## config.mk

```make
export PLATFORM = sky130hd
export DESIGN_NAME = ir_and_serial_led_controller_flat
export DESIGN_NICKNAME = d
export VERILOG_FILES = /design/src/hw/rtl/irled_pkg.sv /design/src/hw/rtl/irled_stream_if.sv /design/src/hw/rtl/ir_and_serial_led_controller.sv /design/src/hw/rtl/irled_cfg.sv /design/src/flat_wrapper.sv
export SDC_FILE = /design/constraint.sdc
export NUM_CORES = 1
export LEC_CHECK = 0
export ABC_AREA = 1
export BUFFER_PORTS_ARGS = -buffer_cell sky130_fd_sc_hd__buf_2
export CORE_ASPECT_RATIO = 0.7
export CORE_MARGIN = 8
export CORE_UTILIZATION = 23
export CTS_CLUSTER_DIAMETER = 120
export CTS_CLUSTER_SIZE = 12
export DETAILED_ROUTE_END_ITERATION = 16
export SLEW_MARGIN = 10
export SYNTH_ARGS = -nofsm -noshare
export SYNTH_HDL_FRONTEND = slang
export SYNTH_HIERARCHICAL = 1
export SYNTH_SLANG_ARGS = --single-unit
```

## constraint.sdc

```tcl
create_clock -name clk -period 3.05 [get_ports clk]
set_clock_uncertainty 0.15 [all_clocks]
set_input_delay 0 -clock clk [delete_from_list [all_inputs] [get_ports clk]]
set_output_delay 0 -clock clk [all_outputs]
set_load 0.01 [all_outputs]
```

## src/hw/rtl/irled_pkg.sv

```systemverilog
// irled_pkg: shared types, codes and constants of the ir and serial led controller
// no dependencies; used by the register block, the top level and the checker
package irled_pkg;

    localparam int CODE_BITS_DEF = 12;
    localparam int IR_CODE_W     = 12;

    // register reset values
    localparam logic [15:0] START_THR_RST   = 16'd2000;
    localparam logic [15:0] ONE_THR_RST     = 16'd1000;
    localparam logic [7:0]  FLASH_TICKS_RST = 8'd2;

    // register indexes, byte address is 4 * index
    localparam int          PADDR_W          = 4;
    localparam logic [1:0]  REG_START_THR    = 2'd0;
    localparam logic [1:0]  REG_ONE_THR      = 2'd1;
    localparam logic [1:0]  REG_FLASH_TICKS  = 2'd2;

    // operation codes, OP_UNUSED has no meaning and leaves the state alone
    localparam logic [1:0] OP_SERIAL = 2'd0;
    localparam logic [1:0] OP_PULSE  = 2'd1;
    localparam logic [1:0] OP_TICK   = 2'd2;
    localparam logic [1:0] OP_UNUSED = 2'd3;

    // report kinds
    localparam logic [1:0] RPT_NONE = 2'd0;
    localparam logic [1:0] RPT_ACK  = 2'd1;
    localparam logic [1:0] RPT_IR   = 2'd2;

    // lamp codes, SEL_NONE means no lamp selected
    localparam logic [1:0] LAMP_RED    = 2'd0;
    localparam logic [1:0] LAMP_GREEN  = 2'd1;
    localparam logic [1:0] LAMP_YELLOW = 2'd2;
    localparam logic [1:0] SEL_NONE    = 2'd3;

    // serial command characters
    localparam logic [7:0] CH_R    = 8'h52;
    localparam logic [7:0] CH_G    = 8'h47;
    localparam logic [7:0] CH_Y    = 8'h59;
    localparam logic [7:0] CH_F    = 8'h46;
    localparam logic [7:0] CH_ONE  = 8'h31;
    localparam logic [7:0] CH_ZERO = 8'h30;

    typedef struct packed {
        logic [1:0]  operation;
        logic [7:0]  command_byte;
        logic [15:0] pulse_width_us;
    } irled_in_t;

    typedef struct packed {
        logic [1:0]           report_kind;
        logic [1:0]           ack_lamp;
        logic                 ack_level;
        logic [IR_CODE_W-1:0] ir_code;
        logic                 red_lamp;
        logic                 green_lamp;
        logic                 yellow_lamp;
    } irled_out_t;

    typedef struct packed {
        logic [15:0] start_thr;
        logic [15:0] one_thr;
        logic [7:0]  flash_ticks;
    } irled_cfg_t;

endpackage

```

## src/hw/rtl/irled_stream_if.sv

```systemverilog
// irled_stream_if: valid/ready channel carrying one payload word
// payload type is a parameter; used with irled_pkg structs
interface irled_stream_if #(
    parameter type payload_t = logic
);
    logic     valid;
    logic     ready;
    payload_t data;

    modport source (output valid, output data, input ready);
    modport sink   (input valid, input data, output ready);
endinterface

```

## src/hw/rtl/ir_and_serial_led_controller.sv

```systemverilog
// ir_and_serial_led_controller: top level, lamp control from serial bytes,
// pulse-width ir codes and timer ticks; depends on irled_pkg, irled_stream_if, irled_cfg
//
// usage:
//   in_ch carries one event word: a serial byte, an ir low-pulse width or a timer tick.
//   out_ch returns exactly one result word per event: the report (ack or ir code)
//   and the three lamp drive levels after the event.
//   the apb port sets the start and one-bit thresholds and the flash length;
//   write it only while no event is in flight.
// timing:
//   an accepted event waits in the input register; the lamp state and the result
//   register update together when it advances, that is when the result register is
//   empty or being taken. one event per cycle is sustained while out_ch is not
//   stalled; the state update is a few compares and small register writes.
// stalls:
//   while out_ch is stalled the result register holds and the input register can
//   still take one more event; in_ch.ready drops only when both are full.
// reset:
//   rst_n clears the lamps, selection, flash and ir receiver, empties both
//   registers and restores the register defaults.
module ir_and_serial_led_controller #(
    parameter int CODE_BITS = irled_pkg::CODE_BITS_DEF
) (
    input  logic                          clk,
    input  logic                          rst_n,
    irled_stream_if.sink                  in_ch,
    irled_stream_if.source                out_ch,
    input  logic                          psel,
    input  logic                          penable,
    input  logic                          pwrite,
    input  logic [irled_pkg::PADDR_W-1:0] paddr,
    input  logic [31:0]                   pwdata,
    output logic [31:0]                   prdata,
    output logic                          pready
);
    import irled_pkg::*;

    localparam int IDX_W = (CODE_BITS > 1) ? $clog2(CODE_BITS) : 1;

    irled_cfg_t cfg;

    // input register
    logic      item_valid_reg;
    irled_in_t item_reg;
    // result register
    logic       res_valid_reg;
    irled_out_t res_reg;
    irled_out_t res_next;

    // lamp and receiver state
    logic [1:0]           sel_reg,     sel_next;
    logic                 latched_reg, latched_next;
    logic                 flash_reg,   flash_next;
    logic [7:0]           count_reg,   count_next;
    logic                 red_reg,     red_next;
    logic                 green_reg,   green_next;
    logic                 yellow_reg,  yellow_next;
    logic                 rx_reg,      rx_next;
    logic [IDX_W-1:0]     idx_reg,     idx_next;
    logic [CODE_BITS-1:0] acc_reg,     acc_next;

    logic [CODE_BITS+IR_CODE_W-1:0] acc_ext;
    logic                           advance;

    irled_cfg u_cfg (
        .clk     (clk),
        .rst_n   (rst_n),
        .psel    (psel),
        .penable (penable),
        .pwrite  (pwrite),
        .paddr   (paddr),
        .pwdata  (pwdata),
        .prdata  (prdata),
        .pready  (pready),
        .cfg     (cfg)
    );

    assign advance      = item_valid_reg & (~res_valid_reg | out_ch.ready);
    assign in_ch.ready  = ~item_valid_reg | advance;
    assign out_ch.valid = res_valid_reg;
    assign out_ch.data  = res_reg;

    always_comb
    begin
        sel_next     = sel_reg;
        latched_next = latched_reg;
        flash_next   = flash_reg;
        count_next   = count_reg;
        red_next     = red_reg;
        green_next   = green_reg;
        yellow_next  = yellow_reg;
        rx_next      = rx_reg;
        idx_next     = idx_reg;
        acc_next     = acc_reg;
        acc_ext      = '0;
        res_next     = '0;

        case (item_reg.operation)
            OP_SERIAL:
            begin
                case (item_reg.command_byte) inside
                    CH_R: sel_next = LAMP_RED;
                    CH_G: sel_next = LAMP_GREEN;
                    CH_Y: sel_next = LAMP_YELLOW;
                    CH_ONE, CH_ZERO:
                    begin
                        if (sel_reg != SEL_NONE)
                        begin
                            res_next.report_kind = RPT_ACK;
                            res_next.ack_lamp    = sel_reg;
                            res_next.ack_level   = (item_reg.command_byte == CH_ONE);
                            case (sel_reg)
                                LAMP_RED:
                                begin
                                    red_next     = res_next.ack_level;
                                    latched_next = res_next.ack_level;
                                end
                                LAMP_GREEN: green_next  = res_next.ack_level;
                                default:    yellow_next = res_next.ack_level;
                            endcase
                            sel_next = SEL_NONE;
                        end
                    end
                    CH_F:
                    begin
                        if (!latched_reg)
                        begin
                            red_next   = 1'b1;
                            flash_next = 1'b1;
                            count_next = 8'd0;
                        end
                    end
                    default: sel_next = SEL_NONE;
                endcase
            end
            OP_PULSE:
            begin
                if (!rx_reg)
                begin
                    if (item_reg.pulse_width_us > cfg.start_thr)
                    begin
                        rx_next  = 1'b1;
                        idx_next = '0;
                        acc_next = '0;
                    end
                end
                else
                begin
                    if (item_reg.pulse_width_us > cfg.one_thr)
                        acc_next[idx_reg] = 1'b1;
                    if (idx_reg == IDX_W'(CODE_BITS - 1))
                    begin
                        rx_next  = 1'b0;
                        idx_next = '0;
                        if (acc_next != '0)
                        begin
                            acc_ext              = {{IR_CODE_W{1'b0}}, acc_next};
                            res_next.report_kind = RPT_IR;
                            res_next.ir_code     = acc_ext[IR_CODE_W-1:0];
                            if (!latched_reg)
                            begin
                                red_next   = 1'b1;
                                flash_next = 1'b1;
                                count_next = 8'd0;
                            end
                        end
                        acc_next = '0;
                    end
                    else
                    begin
                        idx_next = idx_reg + 1'b1;
                    end
                end
            end
            OP_TICK:
            begin
                // flash ticks are frozen while red is latched on
                if (!latched_reg && flash_reg)
                begin
                    count_next = count_reg + 8'd1;
                    if (count_next == cfg.flash_ticks)
                    begin
                        red_next   = 1'b0;
                        flash_next = 1'b0;
                    end
                end
            end
            default: ;
        endcase

        res_next.red_lamp    = red_next;
        res_next.green_lamp  = green_next;
        res_next.yellow_lamp = yellow_next;
    end

    // control and state registers
    always_ff @(posedge clk or negedge rst_n)
    begin
        if (!rst_n)
        begin
            item_valid_reg <= 1'b0;
            res_valid_reg  <= 1'b0;
            sel_reg        <= SEL_NONE;
            latched_reg    <= 1'b0;
            flash_reg      <= 1'b0;
            count_reg      <= 8'd0;
            red_reg        <= 1'b0;
            green_reg      <= 1'b0;
            yellow_reg     <= 1'b0;
            rx_reg         <= 1'b0;
            idx_reg        <= '0;
            acc_reg        <= '0;
        end
        else
        begin
            if (in_ch.ready)
                item_valid_reg <= in_ch.valid;
            if (advance)
                res_valid_reg <= 1'b1;
            else if (out_ch.ready)
                res_valid_reg <= 1'b0;
            if (advance)
            begin
                sel_reg     <= sel_next;
                latched_reg <= latched_next;
                flash_reg   <= flash_next;
                count_reg   <= count_next;
                red_reg     <= red_next;
                green_reg   <= green_next;
                yellow_reg  <= yellow_next;
                rx_reg      <= rx_next;
                idx_reg     <= idx_next;
                acc_reg     <= acc_next;
            end
        end
    end

    // payload registers
    always_ff @(posedge clk)
    begin
        if (in_ch.valid && in_ch.ready)
            item_reg <= in_ch.data;
        if (advance)
            res_reg <= res_next;
    end

endmodule

```

## src/hw/rtl/irled_cfg.sv

```systemverilog
// irled_cfg: apb-style register block holding the thresholds and flash length
// depends on irled_pkg
module irled_cfg (
    input  logic                           clk,
    input  logic                           rst_n,
    input  logic                           psel,
    input  logic                           penable,
    input  logic                           pwrite,
    input  logic [irled_pkg::PADDR_W-1:0]  paddr,
    input  logic [31:0]                    pwdata,
    output logic [31:0]                    prdata,
    output logic                           pready,
    output irled_pkg::irled_cfg_t          cfg
);
    import irled_pkg::*;

    irled_cfg_t cfg_reg;
    logic       wr_en;
    logic [1:0] reg_idx;

    assign pready  = 1'b1;
    assign wr_en   = psel & penable & pwrite;
    assign reg_idx = paddr[3:2];
    assign cfg     = cfg_reg;

    always_ff @(posedge clk or negedge rst_n)
    begin
        if (!rst_n)
        begin
            cfg_reg.start_thr   <= START_THR_RST;
            cfg_reg.one_thr     <= ONE_THR_RST;
            cfg_reg.flash_ticks <= FLASH_TICKS_RST;
        end
        else if (wr_en)
        begin
            unique case (reg_idx)
                REG_START_THR:   cfg_reg.start_thr   <= pwdata[15:0];
                REG_ONE_THR:     cfg_reg.one_thr     <= pwdata[15:0];
                REG_FLASH_TICKS: cfg_reg.flash_ticks <= pwdata[7:0];
                default: ;
            endcase
        end
    end

    always_comb
    begin
        unique case (reg_idx)
            REG_START_THR:   prdata = {16'd0, cfg_reg.start_thr};
            REG_ONE_THR:     prdata = {16'd0, cfg_reg.one_thr};
            REG_FLASH_TICKS: prdata = {24'd0, cfg_reg.flash_ticks};
            default:         prdata = 32'd0;
        endcase
    end

endmodule

```

## src/flat_wrapper.sv

```systemverilog
// flat-port wrapper written by rule: the top's interface ports become plain ports
module ir_and_serial_led_controller_flat import irled_pkg::*;
#(
    parameter int CODE_BITS = irled_pkg::CODE_BITS_DEF
)
  (clk, rst_n, psel, penable, pwrite, paddr, pwdata, prdata, pready, in_ch_valid, in_ch_data, in_ch_ready, out_ch_valid, out_ch_data, out_ch_ready);
  irled_stream_if #(.payload_t(irled_in_t)) in_ch_i ();
  irled_stream_if #(.payload_t(irled_out_t)) out_ch_i ();
  input  logic clk;
  input  logic rst_n;
  input  logic psel;
  input  logic penable;
  input  logic pwrite;
  input  logic [irled_pkg::PADDR_W-1:0] paddr;
  input  logic [31:0] pwdata;
  output logic [31:0] prdata;
  output logic pready;
  input wire logic [$bits(in_ch_i.valid)-1:0] in_ch_valid;
  input wire logic [$bits(in_ch_i.data)-1:0] in_ch_data;
  output wire logic [$bits(in_ch_i.ready)-1:0] in_ch_ready;
  output wire logic [$bits(out_ch_i.valid)-1:0] out_ch_valid;
  output wire logic [$bits(out_ch_i.data)-1:0] out_ch_data;
  input wire logic [$bits(out_ch_i.ready)-1:0] out_ch_ready;
  assign in_ch_i.valid = in_ch_valid;
  assign in_ch_i.data = in_ch_data;
  assign in_ch_ready = in_ch_i.ready;
  assign out_ch_valid = out_ch_i.valid;
  assign out_ch_data = out_ch_i.data;
  assign out_ch_i.ready = out_ch_ready;
  ir_and_serial_led_controller #(.CODE_BITS(CODE_BITS)) u_core (.clk(clk), .rst_n(rst_n), .in_ch(in_ch_i), .out_ch(out_ch_i), .psel(psel), .penable(penable), .pwrite(pwrite), .paddr(paddr), .pwdata(pwdata), .prdata(prdata), .pready(pready));
endmodule
```

Word level (Yosys, flattened, before mapping)
Index checks and enable logic that the tools add are counted.

cells by class
  add/sub/neg operators = 2
  $lt $le $gt $ge = 4
  eq/ne operators = 26
  multiplexer cells = 83
  bitwise gates (word level) = 14
  reductions and logical operators = 24

operators by type and width
  cell                   number
  $mux W8                10
  $mux W12               6
  $pmux W16 S3           1
  $mux W1                44
  $eq A8 B7 Y1 const B   4
  $gt A16 B16 Y1         2
  $pmux W8 S3            1
  $mux W5                4
  $mux W2                9
  $eq A8 B6 Y1 const B   2
  $mux W4                4
  $ne A2 B1 Y1 const B   6
  $or A12 B12 Y12        1
  $reduce_and A12 Y1     1
  $reduce_bool A12 Y1    1
  $reduce_and A11 Y1     1
  $ne A2 B2 Y1 const B   5
  $add A8 B1 Y8 const B  1
  $eq A8 B8 Y1           1
  $not A1 Y1             8
  $reduce_and A2 Y1      4
  $reduce_and A4 Y1      2
  $reduce_and A8 Y1      1
  $eq A2 B1 Y1 const B   3
  20 further kinds       31

storage, ports and cells
  register bits = 120
  bits of input ports = 69
  output and inout port bits = 55
  logic and storage cells = 178

Depth between registers and ports, before layout
  depth after elaboration = 13
  gate-level depth with buffers = 21
  gate-level depth less buffers = 21

Modules after synthesis
Netlist, hierarchy kept.

by module, submodules not included
  module                        instances  cells an instance  area an instance (um2)  seq. area each (um2)
  ir_and_serial_led_controller  1          522                4620.7                  2234.6
  irled_cfg                     1          259                1989.4                  1017.2

Least setup slack after synthesis
Ideal clock, no wire load.

  path kind = reg2reg
  start point = register u_core.u_cfg.cfg_reg (netlist bit u_core/u_cfg/cfg[17])
  end point = register u_core.res_reg (netlist bit u_core/out_ch.data[10]) (data pin)
  setup time = 0.259 ns
  arrival time = 2.164 ns
  slack = 0.478 ns
  cell stages (with the launch flop) = 18
  buffers on the path = 1
  period minus slack after synthesis = 2.572 ns
  cells stage by stage = dfstp_2 inv_1 ha_1 nand2_1 nand2_1 nand3_1 nand2_1 a21oi_1 nand2_4 nand3_1 nand2_1 nor2_1 nand2_1 nor2_2 nand2_1 nand2_1 buf_2 a21oi_1

between the ends
  longest elaborated chain between the ends = 6

RTL lines
  what                         RTL line                             RTL
  from (decl)                  irled_cfg.sv:17                      irled_cfg_t cfg_reg;
  $gt A16 B16 Y1 (*)           ir_and_serial_led_controller.sv:149  if (item_reg.pulse_width_us > cfg.one_thr)
  $mux W12 (*)                 ir_and_serial_led_controller.sv:149
  $mux W12 (*)                 ir_and_serial_led_controller.sv:138  if (!rx_reg)
  $mux W12 (*)                 ir_and_serial_led_controller.sv:98   case (item_reg.operation)
  $reduce_bool A12 Y1          ir_and_serial_led_controller.sv:155  if (acc_next != '0)
  $reduce_and A4 Y1 (no line)  --
  to (signal assigned)         ir_and_serial_led_controller.sv:244  res_reg <= res_next;
  to (decl)                    ir_and_serial_led_controller.sv:47   irled_out_t res_reg;

Mark *: on every way between the ends. The rest lies on a longest branch, timed or not. The select of a mux whose other input is x is not followed.
A chain may end at the register's enable or synchronous reset.

Worst setup path in the final report
  start point = register u_core.u_cfg.cfg_reg (netlist bit u_core/u_cfg/cfg[17])
  end point = register u_core.res_reg (netlist bit u_core/out_ch.data[9]) (data pin)

The elaborated chain is that of the path after synthesis.

==> results_tabular.tex <==
\begin{tabular}{lr}
\hline
Metric & Value \\
\hline
\multicolumn{2}{l}{\textbf{Outcome}} \\
\quad Run status & complete, no violations \\
\multicolumn{2}{l}{\textbf{Layout}} \\
\quad Commonest cells after routing, fill and taps aside & sky130\_fd\_sc\_hd\_\_nand2\_1 (265), sky130\_fd\_sc\_hd\_\_inv\_1 (94), sky130\_fd\_sc\_hd\_\_buf\_2 (88), sky130\_fd\_sc\_hd\_\_nor2\_1 (73), sky130\_fd\_sc\_hd\_\_dlygate4sd3\_1 (60) \\
\quad Share of post-route cells with drive strength above 1 & 19.8\% \\
\quad ANT cells & 0 \\
\quad Nets@finish & roughly 1,000 \\
\quad Most common cell after layout, fill and taps aside & sky130\_fd\_sc\_hd\_\_nand2\_1 \\
\quad Final Cell Area & 0.00863 sq mm \\
\quad Flip-flop count of the largest register after layout & 40 \\
\quad Area growth from synthesis to layout & 30.6\% \\
\multicolumn{2}{l}{\textbf{Hold path}} \\
\quad Class of the tightest hold or removal check & input pin to asynchronous set/reset pin \\
\multicolumn{2}{l}{\textbf{Synthesis}} \\
\quad Count of flip-flops with a built-in enable after synthesis & 46 \\
\quad Post-synthesis average cell area & 8.46 sq um \\
\quad Share of flip-flops with an asynchronous set or reset after synthesis & 61.7\% \\
\quad Synthesized instance count & 781 \\
\quad Synth warn & 6 \\
\quad Number of storage elements in the synthesis netlist & 120 \\
\quad Commonest register cell after synthesis & sky130\_fd\_sc\_hd\_\_dfrtp\_1 \\
\quad Post-synthesis instance area & 0.00661 sq mm \\
\quad Synth cell types & 39 \\
\quad Sequential cell area fraction in the yosys report & 49.2\% \\
\multicolumn{2}{l}{\textbf{Floorplanning}} \\
\quad Core Rows & 52 \\
\quad IO Pins & 124 \\
\quad DIE AREA & around 0.035 sq mm \\
\quad Die width & 219 microns \\
\quad Core footprint & 0.0286 sq mm \\
\quad Effective utilization at floorplan & a little under a quarter \\
\quad Overall die height & about 160 microns \\
\multicolumn{2}{l}{\textbf{Placed design}} \\
\quad Area after DPL & 0.00742 sq mm \\
\quad Number of buffer cells added on primary ports & 88 \\
\quad Final GP Congestion & 0.796 \\
\quad HPWL reported at the end of detailed placement & approximately 14 mm \\
\multicolumn{2}{l}{\textbf{Timing}} \\
\quad Setup violation total in the final timing report & 0 \\
\quad Pins Over Slew Limit & 0 \\
\quad Ratio of final minimum period to clock period & 94.1\% \\
\quad RSZ-0062 raised after global routing & no \\
\quad Max frequency & 348 MHz \\
\quad Max transition margin & a little over a third \\
\quad Measured slew at the worst slew-check pin & 0.967 ns \\
\quad Post-route setup TNS & 0 ns \\
\quad Post-Route Hold Slack & 0.113 ns \\
\quad Min cycle time layout & 2.87 ns \\
\quad Number of hold violations in the final report & 0 \\
\multicolumn{2}{l}{\textbf{Worst setup path}} \\
\quad Setup slack of the worst register-to-register path & 0.18 ns \\
\quad Slowest CP cell & sky130\_fd\_sc\_hd\_\_dfstp\_2 \\
\quad Reg-to-Reg Start & u\_core/u\_cfg/cfg[17] \\
\quad Required time at the endpoint of the critical path & 3.07 ns \\
\quad R2r endpoint & u\_core/out\_ch.data[9] \\
\quad Cells along the critical path & inv\_1 -> ha\_1 -> nand4\_1 -> nor3\_4 -> nand3\_4 -> nand3\_1 -> nand2\_1 -> nor2\_1 -> nand2\_1 -> nor2\_2 -> nand2\_1 -> nand2\_1 -> buf\_4 -> a21oi\_1 \\
\quad Number of buffers and inverters on the critical path & 2 \\
\quad Category of the most critical setup path & flop to flop \\
\quad Cell count of the worst reg-to-reg path & 14 \\
\quad Critical-path maximum fanout & 10 \\
\quad Capturing element type of the critical path & flop \\
\quad Setup crit start kind & flop \\
\quad Slowest cell delay on critical path & 0.54 ns \\
\quad Worst path arrival time & 2.89 ns \\
\quad Top Family by Delay on Critical Path & simple AND/OR/NAND/NOR gates \\
\quad Cell mode on critical path & sky130\_fd\_sc\_hd\_\_nand2\_1 \\
\multicolumn{2}{l}{\textbf{Clock tree}} \\
\quad H-tree depth & 4 \\
\quad CTS Buf Count & 17 \\
\quad Number of clock sinks & 120 \\
\quad Register clock-pin slew on the reported worst setup and hold paths & around 0.06 ns \\
\quad Root Buffer & sky130\_fd\_sc\_hd\_\_clkbuf\_16 \\
\quad Post-CTS Repair Setup Buffers & 0 \\
\quad Worst skew pair latency & 0.42 ns \\
\quad CTS tree & built \\
\quad Number of buffers between clock root and the deepest sink & 2 \\
\multicolumn{2}{l}{\textbf{Global routing}} \\
\quad Largest net degree at the start of global routing & 33 \\
\quad First-pass GRT wire length & 29.9 mm \\
\quad Number of global-route vias before repair & 5,516 \\
\quad Number of antenna violations at the first check in global routing & 0 \\
\quad Remaining global-route overflow & 0 \\
\quad GRT Overall Usage & 11.1\% \\
\multicolumn{2}{l}{\textbf{Job}} \\
\quad Max-cap viol count & 0 \\
\multicolumn{2}{l}{\textbf{Drt}} \\
\quad Vias after detailed routing & 5,515 \\
\quad Routed wire per std cell & 13.9 microns \\
\quad Wire length after detailed routing & 18.6 mm \\
\quad Count of routing violations after the opening detailed-route iteration & about 380 \\
\quad Ratio of routed vias to standard cells & 4.14 \\
\quad Routed Antenna Nets & 0 \\
\quad Length of the first detailed-routing pass in iterations & 5 \\
\quad Post-detailed-route DRC marker count & 0 \\
\multicolumn{2}{l}{\textbf{Power}} \\
\quad Reported leakage power & 4.09 nW \\
\quad Power Density & 634 mW/mm\^{}2 \\
\quad Peak VDD IR & 0.000332 V \\
\hline
\end{tabular}
[cell usage after synthesis, types with 2 or more instances]
| master | n | share of area, % |
|---|---|---|
| sky130_fd_sc_hd__a211oi_1 | 3 | 0.34 |
| sky130_fd_sc_hd__a21oi_1 | 28 | 2.1 |
| sky130_fd_sc_hd__buf_2 | 4 | 0.30 |
| sky130_fd_sc_hd__buf_4 | 20 | 2.3 |
| sky130_fd_sc_hd__buf_6 | 2 | 0.34 |
| sky130_fd_sc_hd__conb_1 | 2 | 0.11 |
| sky130_fd_sc_hd__dfrtp_1 | 59 | 22 |
| sky130_fd_sc_hd__dfstp_2 | 15 | 6.0 |
| sky130_fd_sc_hd__edfxtp_1 | 46 | 21 |
| sky130_fd_sc_hd__ha_1 | 37 | 7.0 |
| sky130_fd_sc_hd__inv_1 | 94 | 5.3 |
| sky130_fd_sc_hd__inv_2 | 5 | 0.28 |
| sky130_fd_sc_hd__nand2_1 | 265 | 15 |
| sky130_fd_sc_hd__nand2_2 | 6 | 0.57 |
| sky130_fd_sc_hd__nand2_4 | 3 | 0.51 |
| sky130_fd_sc_hd__nand3_1 | 35 | 2.7 |
| sky130_fd_sc_hd__nand3_2 | 2 | 0.30 |
| sky130_fd_sc_hd__nand3_4 | 2 | 0.53 |
| sky130_fd_sc_hd__nand3b_1 | 3 | 0.34 |
| sky130_fd_sc_hd__nand4_1 | 8 | 0.76 |
| sky130_fd_sc_hd__nor2_1 | 73 | 4.1 |
| sky130_fd_sc_hd__nor2_2 | 4 | 0.38 |
| sky130_fd_sc_hd__nor2_4 | 3 | 0.51 |
| sky130_fd_sc_hd__nor3_1 | 3 | 0.23 |
| sky130_fd_sc_hd__nor4_2 | 2 | 0.38 |
| sky130_fd_sc_hd__o21ai_0 | 19 | 1.4 |
| sky130_fd_sc_hd__o21ai_2 | 10 | 1.3 |
| sky130_fd_sc_hd__or2_2 | 6 | 0.57 |
| sky130_fd_sc_hd__xnor2_1 | 5 | 0.66 |
| sky130_fd_sc_hd__xor2_1 | 8 | 1.1 |
[cell families (layout without fill, tap and decap cells)]
group	Yosys count	after routing	synth area share [%]
AND/OR/NAND/NOR	417	417	27.3
adder cells (fa/ha/maj)	37	37	7.00
multiplexers	1	1	0.170
flip-flops	120	120	49.2
XOR/XNOR	13	13	1.72
AO/OA/AOI/OAI	64	64	5.64
other	2	17	0.114
buffers and inverters	127	286	8.90
[how the worst max path moves through the flow]
stage,startpoint,end,slack [ns],cells after the start
2_1_floorplan,u_core/u_cfg/cfg[17],u_core/out_ch.data[10],0.48,17
3_3_place_gp,u_core/u_cfg/cfg[17],u_core/out_ch.data[6],0.17,17
3_5_place_dp,u_core/u_cfg/cfg[17],u_core/out_ch.data[6],0.17,17
4_1_cts,u_core/u_cfg/cfg[17],u_core/out_ch.data[6],0.16,17
5_1_grt,u_core/u_cfg/cfg[11],u_core/out_ch.data[8],0.01,19
6_report,u_core/u_cfg/cfg[17],u_core/out_ch.data[9],0.18,14
[worst reg2reg max path: stages, from the launching register on]
cell	delay, ns
sky130_fd_sc_hd__dfstp_2	0.54
sky130_fd_sc_hd__inv_1	0.04
sky130_fd_sc_hd__ha_1	0.29
sky130_fd_sc_hd__nand4_1	0.14
sky130_fd_sc_hd__nor3_4	0.21
sky130_fd_sc_hd__nand3_4	0.20
sky130_fd_sc_hd__nand3_1	0.17
sky130_fd_sc_hd__nand2_1	0.09
sky130_fd_sc_hd__nor2_1	0.16
sky130_fd_sc_hd__nand2_1	0.09
sky130_fd_sc_hd__nor2_2	0.12
sky130_fd_sc_hd__nand2_1	0.09
sky130_fd_sc_hd__nand2_1	0.11
sky130_fd_sc_hd__buf_4	0.17
sky130_fd_sc_hd__a21oi_1	0.05
[stage by stage]
stage / utilization [%] / cells / setup slack [ns] / power, mW
2_1_floorplan: - / 796 / 0.478 / 2.96
6_report: 30.2 / 1333 / 0.179 / 5.47
5_1_grt: 30.2 / 1333 / 0.0109 / 5.82
4_1_cts: 30.2 / 1333 / 0.157 / 5.52
3_5_place_dp: 26.0 / 1241 / 0.168 / 3.35
3_3_place_gp: 26.0 / 1241 / 0.165 / 3.32
[report_power, final]
part           switching, mW  internal (mW)  total, mW
logic                  0.767          0.462       1.23
registers              0.205           1.96       2.16
clock network          0.767           1.31       2.08
total                   1.74           3.73       5.47
[timing repair]
| action | 4_1_cts | 5_1_grt |
|---|---|---|
| endpoints found under the hold margin | 101 | 0 |
| resized for setup | 0 | 2 |
| setup endpoints to repair | 0 | 21 |
| hold buffers | 60 | 0 |
[layout make-up]
type                       count  area (sq um)
clock buffer                  18           439
sequential                   120          3250
clock inverter                14           168
multi-input combinational    549          2840
fill                        2974         19900
timing repair buffer         155          1090
inverter                      99           372
tap                          378           473
[routing by layer]
layer / up-vias / share of wire [%] / GRT usage (%)
met2: 154 / 43 / 16.5
met5: - / 0 / 0
met4: 0 / 1.1 / 3.38
met3: 18 / 5.5 / 2.60
met1: 2578 / 51 / 15.8
li1: 2765 / - / -
Power figures use the tool's default switching activity.
